==> src/hw/rtl/thp_pkg.sv <==
`timescale 1ns / 1ps
package thp_pkg;
    localparam int unsigned QDEPTH = 4;
    localparam logic [2:0] REG_TEMP = 3'd0;
    localparam logic [2:0] REG_PA = 3'd1;
    localparam logic [2:0] REG_PB = 3'd2;
    localparam logic [2:0] REG_PC = 3'd3;
    localparam logic [2:0] REG_HUM = 3'd4;

    // One raw reading.
    typedef struct packed {
        logic [15:0] adc_humidity;
        logic [19:0] adc_pressure;
        logic [19:0] adc_temp;
    } raw_t;

    // One compensated result.
    typedef struct packed {
        logic        pressure_invalid;
        logic [16:0] humidity_q22_10;
        logic [31:0] pressure_q24_8;
        logic [31:0] temp_centi;
    } res_t;

    // Calibration registers.
    typedef struct packed {
        logic [47:0] cal_temp;
        logic [63:0] cal_press_a;
        logic [63:0] cal_press_b;
        logic [15:0] cal_press_c;
        logic [63:0] cal_hum;
    } cal_t;
endpackage

==> src/hw/rtl/thp_front.sv <==
`timescale 1ns / 1ps
// Input queue: accepts raw readings and hands them to the compute part.
module thp_front
    import thp_pkg::*;
(
    input  logic clk,
    input  logic rst_n,
    input  logic in_valid,
    output logic in_ready,
    input  raw_t in_data,
    output logic q_valid,
    input  logic q_ready,
    output raw_t q_data
);
    localparam int unsigned AW = $clog2(QDEPTH);
    raw_t          mem_reg [QDEPTH];
    logic [AW-1:0] wp_reg, rp_reg;
    logic [AW:0]   cnt_reg;
    logic          wr, rd;

    assign in_ready = (cnt_reg != (AW+1)'(QDEPTH));
    assign q_valid  = (cnt_reg != '0);
    assign q_data   = mem_reg[rp_reg];
    assign wr = in_valid && in_ready;
    assign rd = q_valid && q_ready;

    // Storage.
    always_ff @(posedge clk)
    begin
        if (wr)
        begin
            mem_reg[wp_reg] <= in_data;
        end
    end

    // Pointers and fill count.
    always_ff @(posedge clk or negedge rst_n)
    begin
        if (!rst_n)
        begin
            wp_reg <= '0;
            rp_reg <= '0;
            cnt_reg <= '0;
        end
        else
        begin
            if (wr) wp_reg <= wp_reg + AW'(1);
            if (rd) rp_reg <= rp_reg + AW'(1);
            cnt_reg <= cnt_reg + (AW+1)'(wr) - (AW+1)'(rd);
        end
    end
endmodule

==> config.mk <==
export PLATFORM = sky130hd
export DESIGN_NAME = thp_front
export DESIGN_NICKNAME = d
export VERILOG_FILES = /design/src/hw/rtl/thp_pkg.sv /design/src/hw/rtl/thp_front.sv
export SDC_FILE = /design/constraint.sdc
export NUM_CORES = 1
export LEC_CHECK = 0
export BUFFER_PORTS_ARGS = -buffer_cell sky130_fd_sc_hd__buf_2
export CAP_MARGIN = 20
export CELL_PAD_IN_SITES_DETAIL_PLACEMENT = 0
export CELL_PAD_IN_SITES_GLOBAL_PLACEMENT = 1
export CORE_MARGIN = 1
export CORE_UTILIZATION = 45
export CTS_CLUSTER_DIAMETER = 200
export DETAILED_ROUTE_END_ITERATION = 10
export PLACE_DENSITY = 0.73
export SYNTH_ARGS = -nofsm -noshare
export SYNTH_HDL_FRONTEND = slang
export SYNTH_SLANG_ARGS = --single-unit
export TNS_END_PERCENT = 30
==> constraint.sdc <==
create_clock -name clk -period 3.6 [get_ports clk]
set_input_delay 0.54 -clock clk [delete_from_list [all_inputs] [get_ports clk]]
set_output_delay 0.54 -clock clk [all_outputs]
set_load 0.005 [all_outputs]
==> results of run 1 <==
[critical path: cells and delay by family, from the launching register on]
family | cells | cell delay, ps
buffers and inverters | 2 | 470
muxes | 1 | 360
DFF | 1 | 810
[report_power, final]
| part | leakage, nW | switching, W | internal (W) |
|---|---|---|---|
| sequential | 2.13 | 0.000234 | 0.00356 |
| clock | 0.386 | 0.000949 | 0.00143 |
| combinational | 1.00 | 0.00104 | 0.00111 |
[stage by stage]
step / power, W / instances
CTS: 0.008474 / 724
detailed placement: 0.006082 / 679
global route: 0.008751 / 724
floorplan: 0.005242 / 334
global placement: 0.006031 / 679
finish: 0.008322 / 725
[repair_timing]
item,in CTS,in global routing
hold buffers,1,0
buffers inserted,0,0
hold endpoints to repair,7,0
[worst paths after layout]
check | endpoint | cells past startpoint | slack (ps)
setup / recovery | q_data[22] | 3 | 920
hold / removal | mem_reg[2][4] | 1 | 250
setup reg to reg | cnt_reg[2] | 9 | 1040
hold reg to reg | wp_reg[1] | 2 | 620
max in group asynchronous | rp_reg[0] | 2 | 3010
min in group asynchronous | cnt_reg[1] | 2 | 400
[metal layers]
| layer | vias up | wire length [um] |
|---|---|---|
| li1 | 1703 | - |
| met1 | 2037 | 6327 |
| met2 | 109 | 7277 |
| met3 | 20 | 942 |
| met4 | 0 | 261 |
| met5 | - | 0 |
[kinds of logic (layout without fill, tap and decap cells)]
logic type / after synthesis / in the layout
AOI/OAI and AO/OA: 4 / 4
xor gates and xnor gates: 4 / 4
adders and majority gates: 7 / 7
buffers and inverters: 19 / 175
DFF: 231 / 231
muxes: 56 / 56
other: 0 / 1
and+or+nand+nor: 13 / 13
[layout make-up]
type | instances | area [sq um]
fill | 1429 | 8502
clock buffer | 37 | 710.7
clock inverter | 7 | 66.31
timing repair buffer | 125 | 673.1
sequential | 231 | 6907
multi-input combinational | 84 | 1529
inverter | 6 | 22.52
antenna | 1 | 2.502
tap | 234 | 292.8
[synthesized netlist by cell type (3+ instances only)]
| master | n | share of area |
|---|---|---|
| and3b_1 | 4 | 0.0041 |
| buf_12 | 3 | 0.0070 |
| buf_2 | 4 | 0.0023 |
| buf_4 | 3 | 0.0026 |
| dfrtp_1 | 7 | 0.020 |
| edfxtp_1 | 224 | 0.78 |
| ha_1 | 6 | 0.0088 |
| inv_1 | 6 | 0.0026 |
| mux4_2 | 56 | 0.15 |
| nand2b_1 | 4 | 0.0029 |
| xnor2_1 | 3 | 0.0031 |
==> results.ini, run 1 <==
[status]
outcome = finished, final reports clean

[timing]
fin_skew_ps = 16.81
post-route-period-util = 0.7458
fin_ws_ps = 915.3
hold_ws_ps = 251.7
maxSlewViolCount = 0
setup_viol = 0
final.setup.tns_ps = 0
rsz0062_at_grt = false
worst_pin_slew_ps = 865.9
min_period_ps = 2685
slew_headroom = 0.4227
hold_viol_final = 0
max_freq_mhz = 372.5

[drt]
drtAntennaViolNets = 0
drtIter0Drc = 142
detail_route.wl_per_cell_um = 20.42
vias = 3869
first_pass_iters = 5
drcViolationCount = 0
routed_via_density = 5.337
finalWirelength_um = 14810

[layout]
final_nets = 539
final_common_cell = edfxtp_1
synthToLayoutAreaGrowth_pct = 19.07
fin_util = 0.5455
largest_register_ffs = 224
final_cell_mix = edfxtp_1 (224), buf_2 (117), mux4_2 (56)
layout-drive-gt1-share = 0.4531
design_area_sq_um = 10200

[worst_setup_path]
timing.rr.start = cnt_reg[1]
slowest_stage = dfrtp_2
worst_path_largest_cell_delay_ps = 810
crit_path_cell_trace = buf_12 > mux4_2 > buf_2
end_kind = output port
crit_type = register to output port
cp-start-kind = register
arrival_ps = 2140
cp_max_fo = 34
cp_data_required_time_ps = 3060
crit_start = rp_reg[1]

[synth]
synthAdderAreaFrac = 0.01110
ys.flop_type = edfxtp_1
yosysWarnings = 0
synth_xor_area_frac = 0.004088
yosys.area_share.simple = 0.01168
synth_area_sq_um = 8569
ys_types = 22
avgSynthCellArea_sq_um = 25.66
synth-edff-count = 224
synth_top_family_by_area = multiplexers
synthArstFlopShare = 0.03030
synth-compound-area-share = 0.003796
syn_inst = 334
synthMuxAreaShare = 0.1472
synth-seq-area-share = 0.8054
syn_nets = 401
synth_seq_cells = 231

[cts]
clockRootBuffer = clkbuf_16
clk_pin_slew_ps = 60
numCtsBuffers = 24
cts_tree = built
cts_sinks = 231
clk_path_buf_depth = 3
cts_resized = 0
clk_latency_ps = 500
htreeDepth = 1

[global_routing]
grt_overflow_total = 0
antenna_found_initial = 0
globalRouteMet2Util = 0.2597
grt_max_degree = 57
first_global_vias = 4315
grt.met3_usage = 0.03624
grtUsageTotal = 0.1567
grt_pass1_wl_um = 23320
grtUsageMet1 = 0.2109
busiest_layer = met2

[floorplanning]
die_height_um = 140.0
chipWidth_um = 140.0
io_pins = 118
start_util = 0.4581
num_rows = 50
core_sq_um = 18710
die-area_sq_um = 19600

[job]
drv_cap = 0

[power_and_ir_drop]
peakVddDrop_mv = 0.5716
powerDensity_nw_per_um2 = 815.6
p_leak_nw = 3.518

[place]
dp_slack_ps = 1076
postPlaceCellArea_sq_um = 9414
gp_congestion = 0.7515
dpl.hpwl_um = 8527
port-buffer-count = 117

[worst_hold_path]
hold_path.class = input pin to register
hold_path.startpoint = in_data[4]

(Power assumes the default switching activity.)
==> inputs of run 2 (changes only) <==
Settings changed: ABC_AREA set to 1, CORE_UTILIZATION 45 to 42, PLACE_DENSITY 0.73 to 0.77.
Clock period 3.6 ns to 2.3 ns, I/O delays scaled along.
==> run 2 against run 1 <==
- via count is 43% higher
- utilization is 2.6 points lower
- register-to-register slack worse by 710 ps
- combinational power is 110% higher
- die area is 15% higher
- hold slack worse by 200 ps
- count of clock-buffer cells in the layout is 9 lower
- synthesized area is 7.8% higher
- worst setup slack worse by 840 ps
- clock skew is 12 ps lower
- largest cell class unchanged
==> results.ini, run 2 <==
[synth]
ys.flop_type = edfxtp_1
synth.most_common_cell = edfxtp_1
synth_top_area_cell = edfxtp_1
yosysTopAreaCellShare = 0.7283  ; -0.05667
synth_area_sq_um = 9236  ; +7.8%
synth-edff-count = 224  ; unchanged
synth.area.top_cells = edfxtp_1 (73%), nand2_1 (7.6%), o21ai_0 (5.8%), nor2_1 (4.8%), inv_1 (2.8%)
synth-seq-area-share = 0.7472  ; -0.05815
synth_seq_cells = 231  ; unchanged
avgSynthCellArea_sq_um = 12.03  ; -53%
yosysWarnings = 0  ; unchanged
synthArstFlopShare = 0.03030  ; unchanged
syn_inst = 768  ; +130%
syn_nets = 835  ; +110%
synth_common_cells = edfxtp_1 (224), nand2_1 (187), nor2_1 (117), o21ai_0 (107), inv_1 (70)
ys_types = 16  ; -27%

[drt]
routed_via_density = 4.645  ; -13%
finalWirelength_um = 17080  ; +15%
drtIter0Drc = 210  ; +48%
drcViolationCount = 0  ; unchanged
first_pass_iters = 4  ; -1
detail_route.wl_per_cell_um = 14.37  ; -30%
drtAntennaViolNets = 0  ; unchanged
vias = 5518  ; +43%

[place]
gp_congestion = 0.7198  ; -4.2%
port-buffer-count = 117  ; unchanged
dpl.hpwl_um = 9771  ; +15%

[status]
outcome = finished, final reports clean

[cts]
post_cts_buffers = 0  ; unchanged
cts_tree = built
numCtsBuffers = 25  ; +4.2%
clk_pin_slew_ps = 60  ; about the same
htreeDepth = 1  ; unchanged
clockRootBuffer = clkbuf_16
clk_path_buf_depth = 3  ; unchanged
cts_sinks = 231  ; unchanged
clk_latency_ps = 500  ; about the same

[worst_setup_path]
arrival_ps = 1880  ; -260 ps
cp-start-kind = register
crit_start = rp_reg[0]
crit_path_end = q_data[15]
end_kind = output port
cp_max_fo = 117  ; +240%
r2r_end = cnt_reg[2]
rrSetupSlack_ps = 330  ; -710 ps
crit_type = register to output port
cp_data_required_time_ps = 1960  ; -1100 ps
timing.rr.start = cnt_reg[1]
r2r_cells = 11  ; +2

[timing]
worst_pin_slew_ps = 478.1  ; -387.8 ps
hold_ws_ps = 55.54  ; -196.2 ps
rsz0062_at_grt = true
fin_skew_ps = 4.646  ; -12.17 ps
setup_viol = 0  ; unchanged
min_period_ps = 2221
slew_headroom = 0.6813  ; +0.2585
max_freq_mhz = 450.2
hold_viol_final = 0  ; unchanged
maxSlewViolCount = 0  ; unchanged
post-route-period-util = 0.9657

[global_routing]
grt_max_degree = 118  ; +110%
grt_overflow_total = 0  ; unchanged
antenna_found_initial = 2  ; +2
grt_pass1_wl_um = 26450  ; +13%
grtUsageTotal = 0.1538  ; -0.002971
first_global_vias = 5063  ; +17%

[layout]
regArea_sq_um = 6905  ; about the same
largest_register_ffs = 224  ; unchanged
layout-drive-gt1-share = 0.1941  ; -0.2590
multi_input_area_sq_um = 1854  ; +21%
synthToLayoutAreaGrowth_pct = 19.62
fill_cells = 1813  ; +27%
final_common_cell = edfxtp_1
final_cell_mix = edfxtp_1 (224), nand2_1 (187), buf_2 (117)
final_nets = 961  ; +78%

[power_and_ir_drop]
powerDensity_nw_per_um2 = 1285  ; +58%
peakVddDrop_mv = 0.7414  ; +30%
p_sw_frac = 0.3225  ; +0.05544
internal-power_w = 0.009616  ; +58%
p_sw_w = 0.004577  ; +110%
power.share.clock = 0.278  ; -0.008
p_leak_nw = 4.456  ; +27%
power_w = 0.01419  ; +71%
pwr-share-comb = 0.317  ; +0.059
pwr-share-seq = 0.405  ; -0.051

[floorplanning]
start_util = 0.4339  ; -0.02422
num_rows = 53  ; +6.0%
die_height_um = 150.3  ; +7.4%
io_pins = 118  ; unchanged
core_sq_um = 21290  ; +14%
chipWidth_um = 150.3  ; +7.4%
die-area_sq_um = 22590  ; +15%

[worst_hold_path]
hold_path.class = input pin to register

[job]
drv_cap = 0  ; unchanged

-- run 2: cell count changes after synthesis, moves of 4 or more --
cell      delta
and3b_1      -4
buf_2        +8
buf_6        +8
clkbuf_1     +7
inv_1       +64
mux4_2      -56
nand2_1    +186
nand2b_1     -4
nand3_1      +5
nor2_1     +117
o21ai_0    +107
o21ai_1      +5
-- run 2: cells by family (layout without fill, tap and decap cells) --
kind of cell	count (synthesis)	in the layout	share of synthesized area
buffers and inverters	109	253	0.05554
AO/OA/AOI/OAI	112	112	0.06069
AND/OR/NAND/NOR	309	309	0.1263
other	0	1	0
flip-flops	231	231	0.7472
adder cells (fa/ha/maj)	7	7	0.01030
-- run 2: timing repair --
action | 4_1_cts | 5_1_grt
pin swaps | 0 | 0
endpoints found under the setup margin | 24 | 39
hold buffers | 1 | 0
resized for setup | 2 | 6
hold endpoints to repair | 7 | 0
-- run 2: layout make-up --
| cell class | count | area share |
|---|---|---|
| timing repair buffer | 136 | 0.07656 |
| inverter | 72 | 0.02514 |
| sequential | 231 | 0.6250 |
| clock inverter | 17 | 0.01642 |
| tap | 275 | 0.03114 |
| clock buffer | 28 | 0.05764 |
| antenna | 1 | 0.0002265 |
| multi-input combinational | 428 | 0.1678 |
-- run 2: how the worst min path moves through the flow --
stage               slack [ps]   startpoint  depth (start not counted)        endpoint
global route                30  in_data[26]                          1  mem_reg[2][26]
global placement           190        rst_n                          1      cnt_reg[2]
finish                      60  in_data[45]                          1  mem_reg[2][45]
detailed placement         190        rst_n                          1      cnt_reg[2]
floorplan                   50        rst_n                          0      cnt_reg[0]
CTS                         20  in_data[26]                          1  mem_reg[3][26]
-- run 2: power by group through the flow --
stage | logic [W] | registers [W] | clock network [W]
2_1_floorplan | 0.00288 | 0.00580 | 0
3_5_place_dp | 0.00458 | 0.00582 | 0
3_3_place_gp | 0.00453 | 0.00580 | 0
6_report | 0.00450 | 0.00575 | 0.00394
4_1_cts | 0.00460 | 0.00575 | 0.00406
5_1_grt | 0.00515 | 0.00582 | 0.00421
-- run 2: worst max-delay path, cell delays in order (launching register included) --
cell	delay (ps)
dfrtp_4	520
buf_16	220
nor2_1	170
nor2_1	40
o21ai_0	80
nand2_1	100
buf_2	140
-- run 2: metal layers --
metal | vias to the layer above | track usage | part of all wire
li1 | 2826 | - | -
met1 | 2541 | 0.1964 | 0.44
met2 | 112 | 0.2613 | 0.48
met3 | 35 | 0.03576 | 0.054
met4 | 4 | 0.04343 | 0.021
met5 | - | 0 | 0.0015
-- run 2: per-stage QoR --
step	cells	instance area (sq um)	setup TNS, ps	util	worst slack [ps]
floorplan	768	9246	-83480	-	-372.7
global placement	1141	10190	0	0.4789	366.9
detailed placement	1141	10190	0	0.4789	339.5
CTS	1187	11030	0	0.5181	37.30
global route	1187	11050	-329.3	0.5189	-63.38
finish	1188	11050	0	0.5190	78.84
