`src/hw/rtl/thp_pkg.sv`:
```
`timescale 1ns / 1ps
package thp_pkg;
    localparam int unsigned QDEPTH = 4;
    localparam logic [2:0] REG_TEMP = 3'd0;
    localparam logic [2:0] REG_PA = 3'd1;
    localparam logic [2:0] REG_PB = 3'd2;
    localparam logic [2:0] REG_PC = 3'd3;
    localparam logic [2:0] REG_HUM = 3'd4;

    // One raw reading.
    typedef struct packed {
        logic [15:0] adc_humidity;
        logic [19:0] adc_pressure;
        logic [19:0] adc_temp;
    } raw_t;

    // One compensated result.
    typedef struct packed {
        logic        pressure_invalid;
        logic [16:0] humidity_q22_10;
        logic [31:0] pressure_q24_8;
        logic [31:0] temp_centi;
    } res_t;

    // Calibration registers.
    typedef struct packed {
        logic [47:0] cal_temp;
        logic [63:0] cal_press_a;
        logic [63:0] cal_press_b;
        logic [15:0] cal_press_c;
        logic [63:0] cal_hum;
    } cal_t;
endpackage

```
`src/hw/rtl/thp_regs.sv`:
```
`timescale 1ns / 1ps
// Calibration register file on the configuration port.
module thp_regs
    import thp_pkg::*;
(
    input  logic        clk,
    input  logic        rst_n,
    input  logic        psel,
    input  logic        penable,
    input  logic        pwrite,
    input  logic [5:0]  paddr,
    input  logic [63:0] pwdata,
    output logic [63:0] prdata,
    output logic        pready,
    output cal_t        cal
);
    logic [2:0] idx;
    assign idx = paddr[5:3];
    assign pready = 1'b1;

    // Register writes.
    always_ff @(posedge clk or negedge rst_n)
    begin
        if (!rst_n)
        begin
            cal <= '0;
        end
        else if (psel && penable && pwrite)
        begin
            unique case (idx)
                REG_TEMP: cal.cal_temp <= pwdata[47:0];
                REG_PA:   cal.cal_press_a <= pwdata;
                REG_PB:   cal.cal_press_b <= pwdata;
                REG_PC:   cal.cal_press_c <= pwdata[15:0];
                REG_HUM:  cal.cal_hum <= pwdata;
                default:  ;
            endcase
        end
    end

    // Read mux.
    always_comb
    begin
        unique case (idx)
            REG_TEMP: prdata = {16'd0, cal.cal_temp};
            REG_PA:   prdata = cal.cal_press_a;
            REG_PB:   prdata = cal.cal_press_b;
            REG_PC:   prdata = {48'd0, cal.cal_press_c};
            REG_HUM:  prdata = cal.cal_hum;
            default:  prdata = '0;
        endcase
    end
endmodule

```
`config.mk`:
```
export PLATFORM = sky130hd
export DESIGN_NAME = thp_regs
export DESIGN_NICKNAME = d
export VERILOG_FILES = /design/src/hw/rtl/thp_pkg.sv /design/src/hw/rtl/thp_regs.sv
export SDC_FILE = /design/constraint.sdc
export NUM_CORES = 1
export LEC_CHECK = 0
export BUFFER_PORTS_ARGS = -buffer_cell sky130_fd_sc_hd__buf_2
export CAP_MARGIN = 0
export CELL_PAD_IN_SITES_DETAIL_PLACEMENT = 2
export CELL_PAD_IN_SITES_GLOBAL_PLACEMENT = 2
export CORE_MARGIN = 2
export CORE_UTILIZATION = 35
export CTS_CLUSTER_DIAMETER = 120
export DETAILED_ROUTE_END_ITERATION = 10
export HOLD_SLACK_MARGIN = 0.06
export PLACE_DENSITY = 0.89
export SYNTH_ARGS = -nofsm -noshare
export SYNTH_HDL_FRONTEND = slang
export SYNTH_SLANG_ARGS = --single-unit
```
`constraint.sdc`:
```
create_clock -name clk -period 2.4 [get_ports clk]
set_input_delay 0 -clock clk [delete_from_list [all_inputs] [get_ports clk]]
set_output_delay 0 -clock clk [all_outputs]
set_load 0.02 [all_outputs]
```
==> results of run 1 <==
per-stage QoR:
stage	utilization	cell area (µm²)	hold slack, ns	cells
detailed placement	0.434	13700	0.0684	1554
finish	0.487	15400	0.0707	1681
CTS	0.486	15400	0.0742	1675
global placement	0.434	13700	0.0557	1554
global route	0.487	15400	0.116	1680
floorplan	-	11300	-0.296	803
repair_timing:
action / 4_1_cts / 5_1_grt
hold endpoints to repair: 495 / 0
gates resized for setup: 0 / 0
hold buffers: 65 / 0
synthesized netlist by cell type, drive strengths merged:
cell type,instances
mux2i,1
nor3b,3
nor2,3
a32oi,16
a22oi,32
or3,1
inv,1
a2bb2oi,1
buf,36
dfrtp,256
clkbuf,30
conb,1
nor3,1
nor2b,3
nand3,32
a222oi,31
mux2,272
nand2,18
o21ai,64
nand4b,1
path summary, 6_finish.rpt:
check | from | to | slack (ns) | cells past startpoint
min in group clk | penable | cal[215] | 0.12 | 4
setup reg to reg | cal[136] | cal[136] | 1.51 | 1
max in group asynchronous | rst_n | cal[32] | 1.50 | 3
hold / removal | rst_n | cal[193] | 0.07 | 2
setup / recovery | paddr[4] | prdata[46] | 0.52 | 5
hold reg to reg | cal[183] | cal[183] | 0.52 | 1
layout make-up:
| class | instances | area [µm²] |
|---|---|---|
| flip-flops and latches | 256 | 6410 |
| clock buffers | 48 | 900 |
| multi-input cells | 480 | 4540 |
| fillers | 3098 | 16200 |
| repair buffers | 480 | 2910 |
| well taps | 402 | 503 |
| diodes | 6 | 15.0 |
| inverters | 1 | 3.75 |
| clock inverters | 8 | 119 |
routing by layer:
layer | wire length, µm | global-route usage
met5 | 0 | 0
met4 | 2210 | 0.128
met3 | 2680 | 0.0566
met2 | 25400 | 0.518
met1 | 17400 | 0.307
power by group through the flow:
stage | logic, µW | clock network, µW | registers [µW]
floorplan | 1290 | 0 | 6840
global placement | 3880 | 0 | 5870
detailed placement | 4060 | 0 | 5970
CTS | 4190 | 4830 | 5920
global route | 4460 | 5020 | 6070
finish | 4230 | 4760 | 5970
cells by family after synthesis:
family,share of synthesized area
and+or+nand+nor,0.0301
DFF,0.569
muxes,0.280
other,0.000333
AOI/OAI and AO/OA,0.0906
buffers and inverters,0.0298
==> metrics.txt, run 1 <==
Pwr Density 971 mW/mm²; Slew @ Worst Pin 0.808 ns; outcome complete, no violations; crit path max-delay cell type buf_4; Sw Pwr 5290 µW; # H-tree levels 1; GRT Overall Usage 0.280; I/O Pins 396; max reg flops 256; first-pass GRT wire length 71400 µm; Yosys reg bits 256; crit-path cells buf_4, buf_4, nand3_1, o21ai_0, buf_2; clk_lat worst skew 0.54 ns; Worst EP required 2.40 ns; WS Path Type in -> out; die area 0.0336 mm²; most frequent cells in the layout 389 x buf_2, 256 x dfrtp_1, 247 x mux2_2, 65 x dlygate4sd3_1, 62 x o21ai_0; Die Ht 183 µm; ratio of cells with drive above 1 in the final layout 0.580; Int Pwr 9670 µW; setup bufs post-CTS 0; initial antenna violation count 6; syn avg cell area 14.0 µm²; Sequential Power Share 0.399; post-route antenna net violation count 0; Std-Cell Rows 65; TritonCTS clock tree yes; Synth Warn # 0; CP delay by family, top buffers and inverters; largest net degree at the start of global routing 93; Mapped Area 0.0113 mm²; clock share of power 0.318; vias 9447; drt first-iter violations 468; HP Class in -> async; top cell type's share of synthesized area 0.569; clock period minus worst slack 1.88 ns; setup_tns 0 ns; drt wl/cell 28.4 µm; Initial Utilization 0.356; Biggest register cal; Overflow after GRT 0; Clock Tree Buf Depth 3; part of the cycle the worst path needs 0.783; clk_skew 0 ns; max cap viols 0; Largest stage delay, worst path 0.74 ns; post-synthesis cell type count 28; vias in the first global route 11100; post-synth top area cell dfrtp_1; First-pass DRT Iterations 8; HPWL after DPL 28700 µm; Die W 183 µm; P&R area growth vs syn 36.9%; drt via density 5.62; Max Fclk 0.532 GHz; type of origin of the critical path input port; drt total wl 47700 µm; setup ws final 0.522 ns; Leakage 0.00764 µW; combinational share of power 0.283; final slew viol count 0; Relative slew margins 0.461; Overall Power 15000 µW; commonest non-fill, non-tap cell in the layout buf_2; CP arrival 1.88 ns; CTS clk-pin slew, worst paths 0.06 ns; Top Registers cal (256); worst-path fanout max 61; # nets final 1324; Max VDD drop 0.000543 V; Core ar. 0.0316 mm²; Synth Instances 803; Final Hold Vio Count 0; Mapped Nets 878; root buf cell clkbuf_16; CP endpoint kind output port; Final setup violation count 0; Post-Place Setup Slack 0.593 ns; most area-consuming cells after synthesis dfrtp_1 57%, mux2_2 25%, a222oi_1 2.8%; Buf+Inv Stages, Crit Path 3; routability-driven placement congestion ratio 0.763; sequential area share after synthesis 0.569; clk sinks 256; switching share of total power 0.354; most frequent CP cell buf_4; unrepaired setup endpoints after global routing false; # DRC 0; Num CTS Buffers 30; PortBufs 391
Note: power is estimated with default switching activity, not from simulation.
==> run 2: changes to the inputs <==
--- a/config.mk
+++ b/config.mk
@@ -10,11 +10,11 @@
 export CELL_PAD_IN_SITES_DETAIL_PLACEMENT = 2
 export CELL_PAD_IN_SITES_GLOBAL_PLACEMENT = 2
 export CORE_MARGIN = 2
-export CORE_UTILIZATION = 35
+export CORE_UTILIZATION = 29
 export CTS_CLUSTER_DIAMETER = 120
 export DETAILED_ROUTE_END_ITERATION = 10
 export HOLD_SLACK_MARGIN = 0.06
-export PLACE_DENSITY = 0.89
+export PLACE_DENSITY = 0.79
 export SYNTH_ARGS = -nofsm -noshare
 export SYNTH_HDL_FRONTEND = slang
 export SYNTH_SLANG_ARGS = --single-unit
==> constraint.sdc (replaced) <==
create_clock -name clk -period 1.65 [get_ports clk]
set_input_delay 0 -clock clk [delete_from_list [all_inputs] [get_ports clk]]
set_output_delay 0 -clock clk [all_outputs]
set_load 0.02 [all_outputs]
==> metrics.txt, run 2 (synthesis gave the netlist of run 1 again) <==
CP arrival 1.73 ns; Die Ht 201 µm; worst-path fanout max 2; initial antenna violation count 3; P&R area growth vs syn 44.1%; final slew viol count 0; CP endpoint kind output port; ratio of cells with drive above 1 in the final layout 0.608; # H-tree levels 1; Final Hold Vio Count 0; Initial Utilization 0.293; outcome finished with violations; vias 9551; Final Cell Area 0.0162 mm²; Biggest register cal; clk_lat worst skew 0.55 ns; most frequent cells in the layout 368 x buf_2, 256 x dfrtp_1, 241 x mux2_2, 97 x buf_4, 66 x dlygate4sd3_1; Core ar. 0.0385 mm²; setup_tns -0.743 ns; Slew @ Worst Pin 0.557 ns; Post-Place Setup Slack 0.0482 ns; drt via density 5.14; first-pass GRT wire length 72400 µm; clock period minus worst slack 1.73 ns; Leakage 0.00803 µW; CP delay by family, top flip-flops; root buf cell clkbuf_16; First-pass DRT Iterations 5; max reg flops 256; part of the cycle the worst path needs 1.05; Worst EP required 1.65 ns; Max VDD drop 0.000745 V; setup ws final -0.0815 ns; TritonCTS clock tree yes; CTS clk-pin slew, worst paths 0.06 ns; Layout Utilization 0.422; largest net degree at the start of global routing 65; Num CTS Buffers 29; Std-Cell Rows 72; HPWL after DPL 29500 µm; area post-placement 0.0141 mm²; Max Fclk 0.578 GHz; type of origin of the critical path register; # placed instances 1692; Largest stage delay, worst path 0.40 ns; # nets final 1392; Top Registers cal (256); commonest non-fill, non-tap cell in the layout buf_2; Die W 201 µm; I/O Pins 396; Final Non-Filler Cells 1859; GRT Overall Usage 0.234; WS Path Type reg -> out; failing checks setup timing; Final setup violation count 23; crit path max-delay cell type dfrtp_1; crit-path cells mux2_2, a32oi_1, o21ai_1, buf_4; drt first-iter violations 517; clk sinks 256; HP Class in -> reg; unrepaired setup endpoints after global routing true; clk_skew 0 ns; post-route antenna net violation count 0; # DRC 0; Pwr Density 1340 mW/mm²; drt wl/cell 26.1 µm; Clock Tree Buf Depth 3; Buf+Inv Stages, Crit Path 1; vias in the first global route 11000; Overflow after GRT 0; max cap viols 0; Relative slew margins 0.629; routability-driven placement congestion ratio 0.771; die area 0.0404 mm²; PortBufs 391; drt total wl 48600 µm
-- run 2: repair_timing --
| action | CTS | global route |
|---|---|---|
| setup buffers | 30 | 16 |
| hold buffers | 66 | 0 |
| hold endpoints to repair | 512 | 0 |
| pin swaps | 22 | 24 |
| setup endpoints to repair | 27 | 44 |
| resized for setup | 31 | 28 |
-- run 2: path summary, 6_finish.rpt --
| path | endpoint | cells past startpoint | slack, ns | startpoint |
|---|---|---|---|---|
| worst max-delay path | prdata[13] | 4 | -0.08 | cal[93] |
| worst min-delay path | cal[51] | 4 | 0.14 | paddr[4] |
| worst max register to register | cal[87] | 3 | 0.59 | cal[87] |
| worst min register to register | cal[155] | 1 | 0.52 | cal[155] |
| max in group asynchronous | cal[237] | 4 | 0.37 | rst_n |
| min in group asynchronous | cal[231] | 3 | 0.53 | rst_n |
-- run 2: report_power, final --
| group | total [µW] | switching, µW | internal (µW) | leakage, µW |
|---|---|---|---|---|
| registers | 8630 | 1120 | 7510 | 0.00327 |
| clock network | 6500 | 2680 | 3830 | 0.000472 |
| logic | 6650 | 3920 | 2730 | 0.00429 |
-- run 2: layout make-up --
cell class                 count  area, µm²
fill                        3920      22200
sequential                   256       6410
multi-input combinational    480       4610
timing repair buffer         549       3590
clock buffer                  45        886
tap                          518        648
clock inverter                 7       68.8
antenna                        3       7.51
inverter                       1       3.75
-- run 2: per-stage QoR --
| stage | hold slack, ns | total power [µW] |
|---|---|---|
| after detailed placement | 0.00268 | 14600 |
| after global routing | 0.129 | 22700 |
| after global placement | 0.00203 | 14300 |
| after floorplan | -0.296 | 11800 |
| after CTS | 0.106 | 21600 |
| final | 0.142 | 21800 |
-- run 2: worst register-to-register path: stages, from the launching register on --
cell     delay (ns)
dfrtp_1        0.41
buf_4          0.15
buf_4          0.13
mux2_2         0.26
-- run 2: routing by layer --
metal | GRT usage | part of all wire
met5 | 0 | 0
met4 | 0.111 | 0.051
met3 | 0.0513 | 0.057
met2 | 0.418 | 0.52
met1 | 0.266 | 0.38
==> run 3: changes to the inputs <==
--- a/config.mk
+++ b/config.mk
@@ -5,11 +5,11 @@
 export SDC_FILE = /design/constraint.sdc
 export NUM_CORES = 1
 export LEC_CHECK = 0
+export ABC_CLOCK_PERIOD_IN_PS = 1650
 export BUFFER_PORTS_ARGS = -buffer_cell sky130_fd_sc_hd__buf_2
 export CAP_MARGIN = 0
 export CELL_PAD_IN_SITES_DETAIL_PLACEMENT = 2
 export CELL_PAD_IN_SITES_GLOBAL_PLACEMENT = 2
-export CORE_MARGIN = 2
 export CORE_UTILIZATION = 29
 export CTS_CLUSTER_DIAMETER = 120
 export DETAILED_ROUTE_END_ITERATION = 10
==> metrics.txt, run 3 (synthesis gave the netlist of run 1 again) <==
outcome finished with violations; failing checks setup timing; First-pass DRT Iterations 7; max reg flops 256; # H-tree levels 1; Relative slew margins 0.666; Top Registers cal (256); HPWL after DPL 29200 µm; drt first-iter violations 400; final slew viol count 0; largest net degree at the start of global routing 65; post-route antenna net violation count 0; area post-placement 0.0141 mm²; clock period minus worst slack 1.80 ns; first-pass GRT wire length 71600 µm; worst-path fanout max 2; Layout Utilization 0.433; CTS clk-pin slew, worst paths 0.06 ns; die area 0.0396 mm²; Biggest register cal; drt wl/cell 26.9 µm; clk_skew 0 ns; TritonCTS clock tree yes; Final setup violation count 19; crit path max-delay cell type dfrtp_1; Final Cell Area 0.0164 mm²; vias in the first global route 10900; Worst Hold Slack 0.133 ns; CP endpoint kind output port; crit-path cells mux2_4, a32oi_4, o21ai_1, buf_4; Std-Cell Rows 71; # DRC 0; drt via density 5.18; # nets final 1400; drt total wl 50200 µm; type of origin of the critical path register; root buf cell clkbuf_16; PortBufs 391; I/O Pins 396; vias 9654; Num CTS Buffers 30; WS Path Type reg -> out; initial antenna violation count 6; part of the cycle the worst path needs 1.09; Clock Tree Buf Depth 3; Buf+Inv Stages, Crit Path 1; max cap viols 0; setup ws final -0.152 ns; Worst EP required 1.65 ns; Core ar. 0.0379 mm²; clk_lat worst skew 0.57 ns; Max Fclk 0.555 GHz; GRT Overall Usage 0.242; Slew @ Worst Pin 0.501 ns; most frequent cells in the layout 370 x buf_2, 256 x dfrtp_1, 236 x mux2_2, 97 x buf_4, 66 x dlygate4sd3_1; unrepaired setup endpoints after global routing true; Die W 199 µm; Final Hold Vio Count 0; CP arrival 1.80 ns; CP delay by family, top flip-flops; clk sinks 256; Max VDD drop 0.000757 V; Largest stage delay, worst path 0.41 ns; Initial Utilization 0.297; setup_tns -0.995 ns; Die Ht 199 µm; Overflow after GRT 0; Pwr Density 1360 mW/mm²; Leakage 0.00815 µW; ratio of cells with drive above 1 in the final layout 0.617; routability-driven placement congestion ratio 0.808; HP Class in -> reg; P&R area growth vs syn 46.0%; commonest non-fill, non-tap cell in the layout buf_2
-- run 3: through the flow --
stage | std cells | setup WS, ns | total power (µW)
finish | 1863 | -0.152 | 22400
floorplan | 803 | 0.216 | 11800
CTS | 1834 | -0.0882 | 22000
global placement | 1681 | 0.0900 | 14300
global route | 1862 | -0.173 | 23200
detailed placement | 1681 | 0.0376 | 14600
-- run 3: path summary, 6_finish.rpt --
| path | startpoint | endpoint | slack, ns | depth (start not counted) |
|---|---|---|---|---|
| worst max-delay path | cal[83] | prdata[3] | -0.15 | 4 |
| worst min-delay path | penable | cal[15] | 0.13 | 5 |
| worst max register to register | cal[66] | cal[66] | 0.60 | 3 |
| worst min register to register | cal[156] | cal[156] | 0.52 | 1 |
| max in group asynchronous | rst_n | cal[14] | 0.40 | 4 |
| min in group asynchronous | rst_n | cal[111] | 0.51 | 3 |
-- run 3: power breakdown --
part | switching, µW | internal (µW)
registers | 1180 | 7510
clock network | 2830 | 4080
logic | 3960 | 2830
total | 7970 | 14400
-- run 3: area by class of cell --
cell class	count	area (µm²)
sequential	256	6410
clock buffer	44	905
clock inverter	9	101
fill	3850	21500
inverter	1	3.75
multi-input combinational	480	4700
tap	511	639
timing repair buffer	556	3660
antenna	6	15.0
-- run 3: per-layer routing --
metal	vias to the layer above	GRT usage	part of all wire
met3	90	0.0482	0.055
li1	4078	-	-
met1	5122	0.275	0.38
met2	364	0.442	0.54
met4	0	0.0969	0.030
met5	-	0	0
-- run 3: worst reg2reg max path: cells and delay by family, from the launching register on --
family / cells / cell delay (ns)
mux: 1 / 0.27
buf+inv: 2 / 0.27
flops: 1 / 0.39
-- run 3: timing repair --
| action | in CTS | in global routing |
|---|---|---|
| buffers inserted | 34 | 23 |
| setup endpoints to repair | 25 | 45 |
| pin swaps | 19 | 29 |
| hold endpoints to repair | 512 | 0 |
| resized for setup | 48 | 45 |
| hold buffers | 66 | 0 |
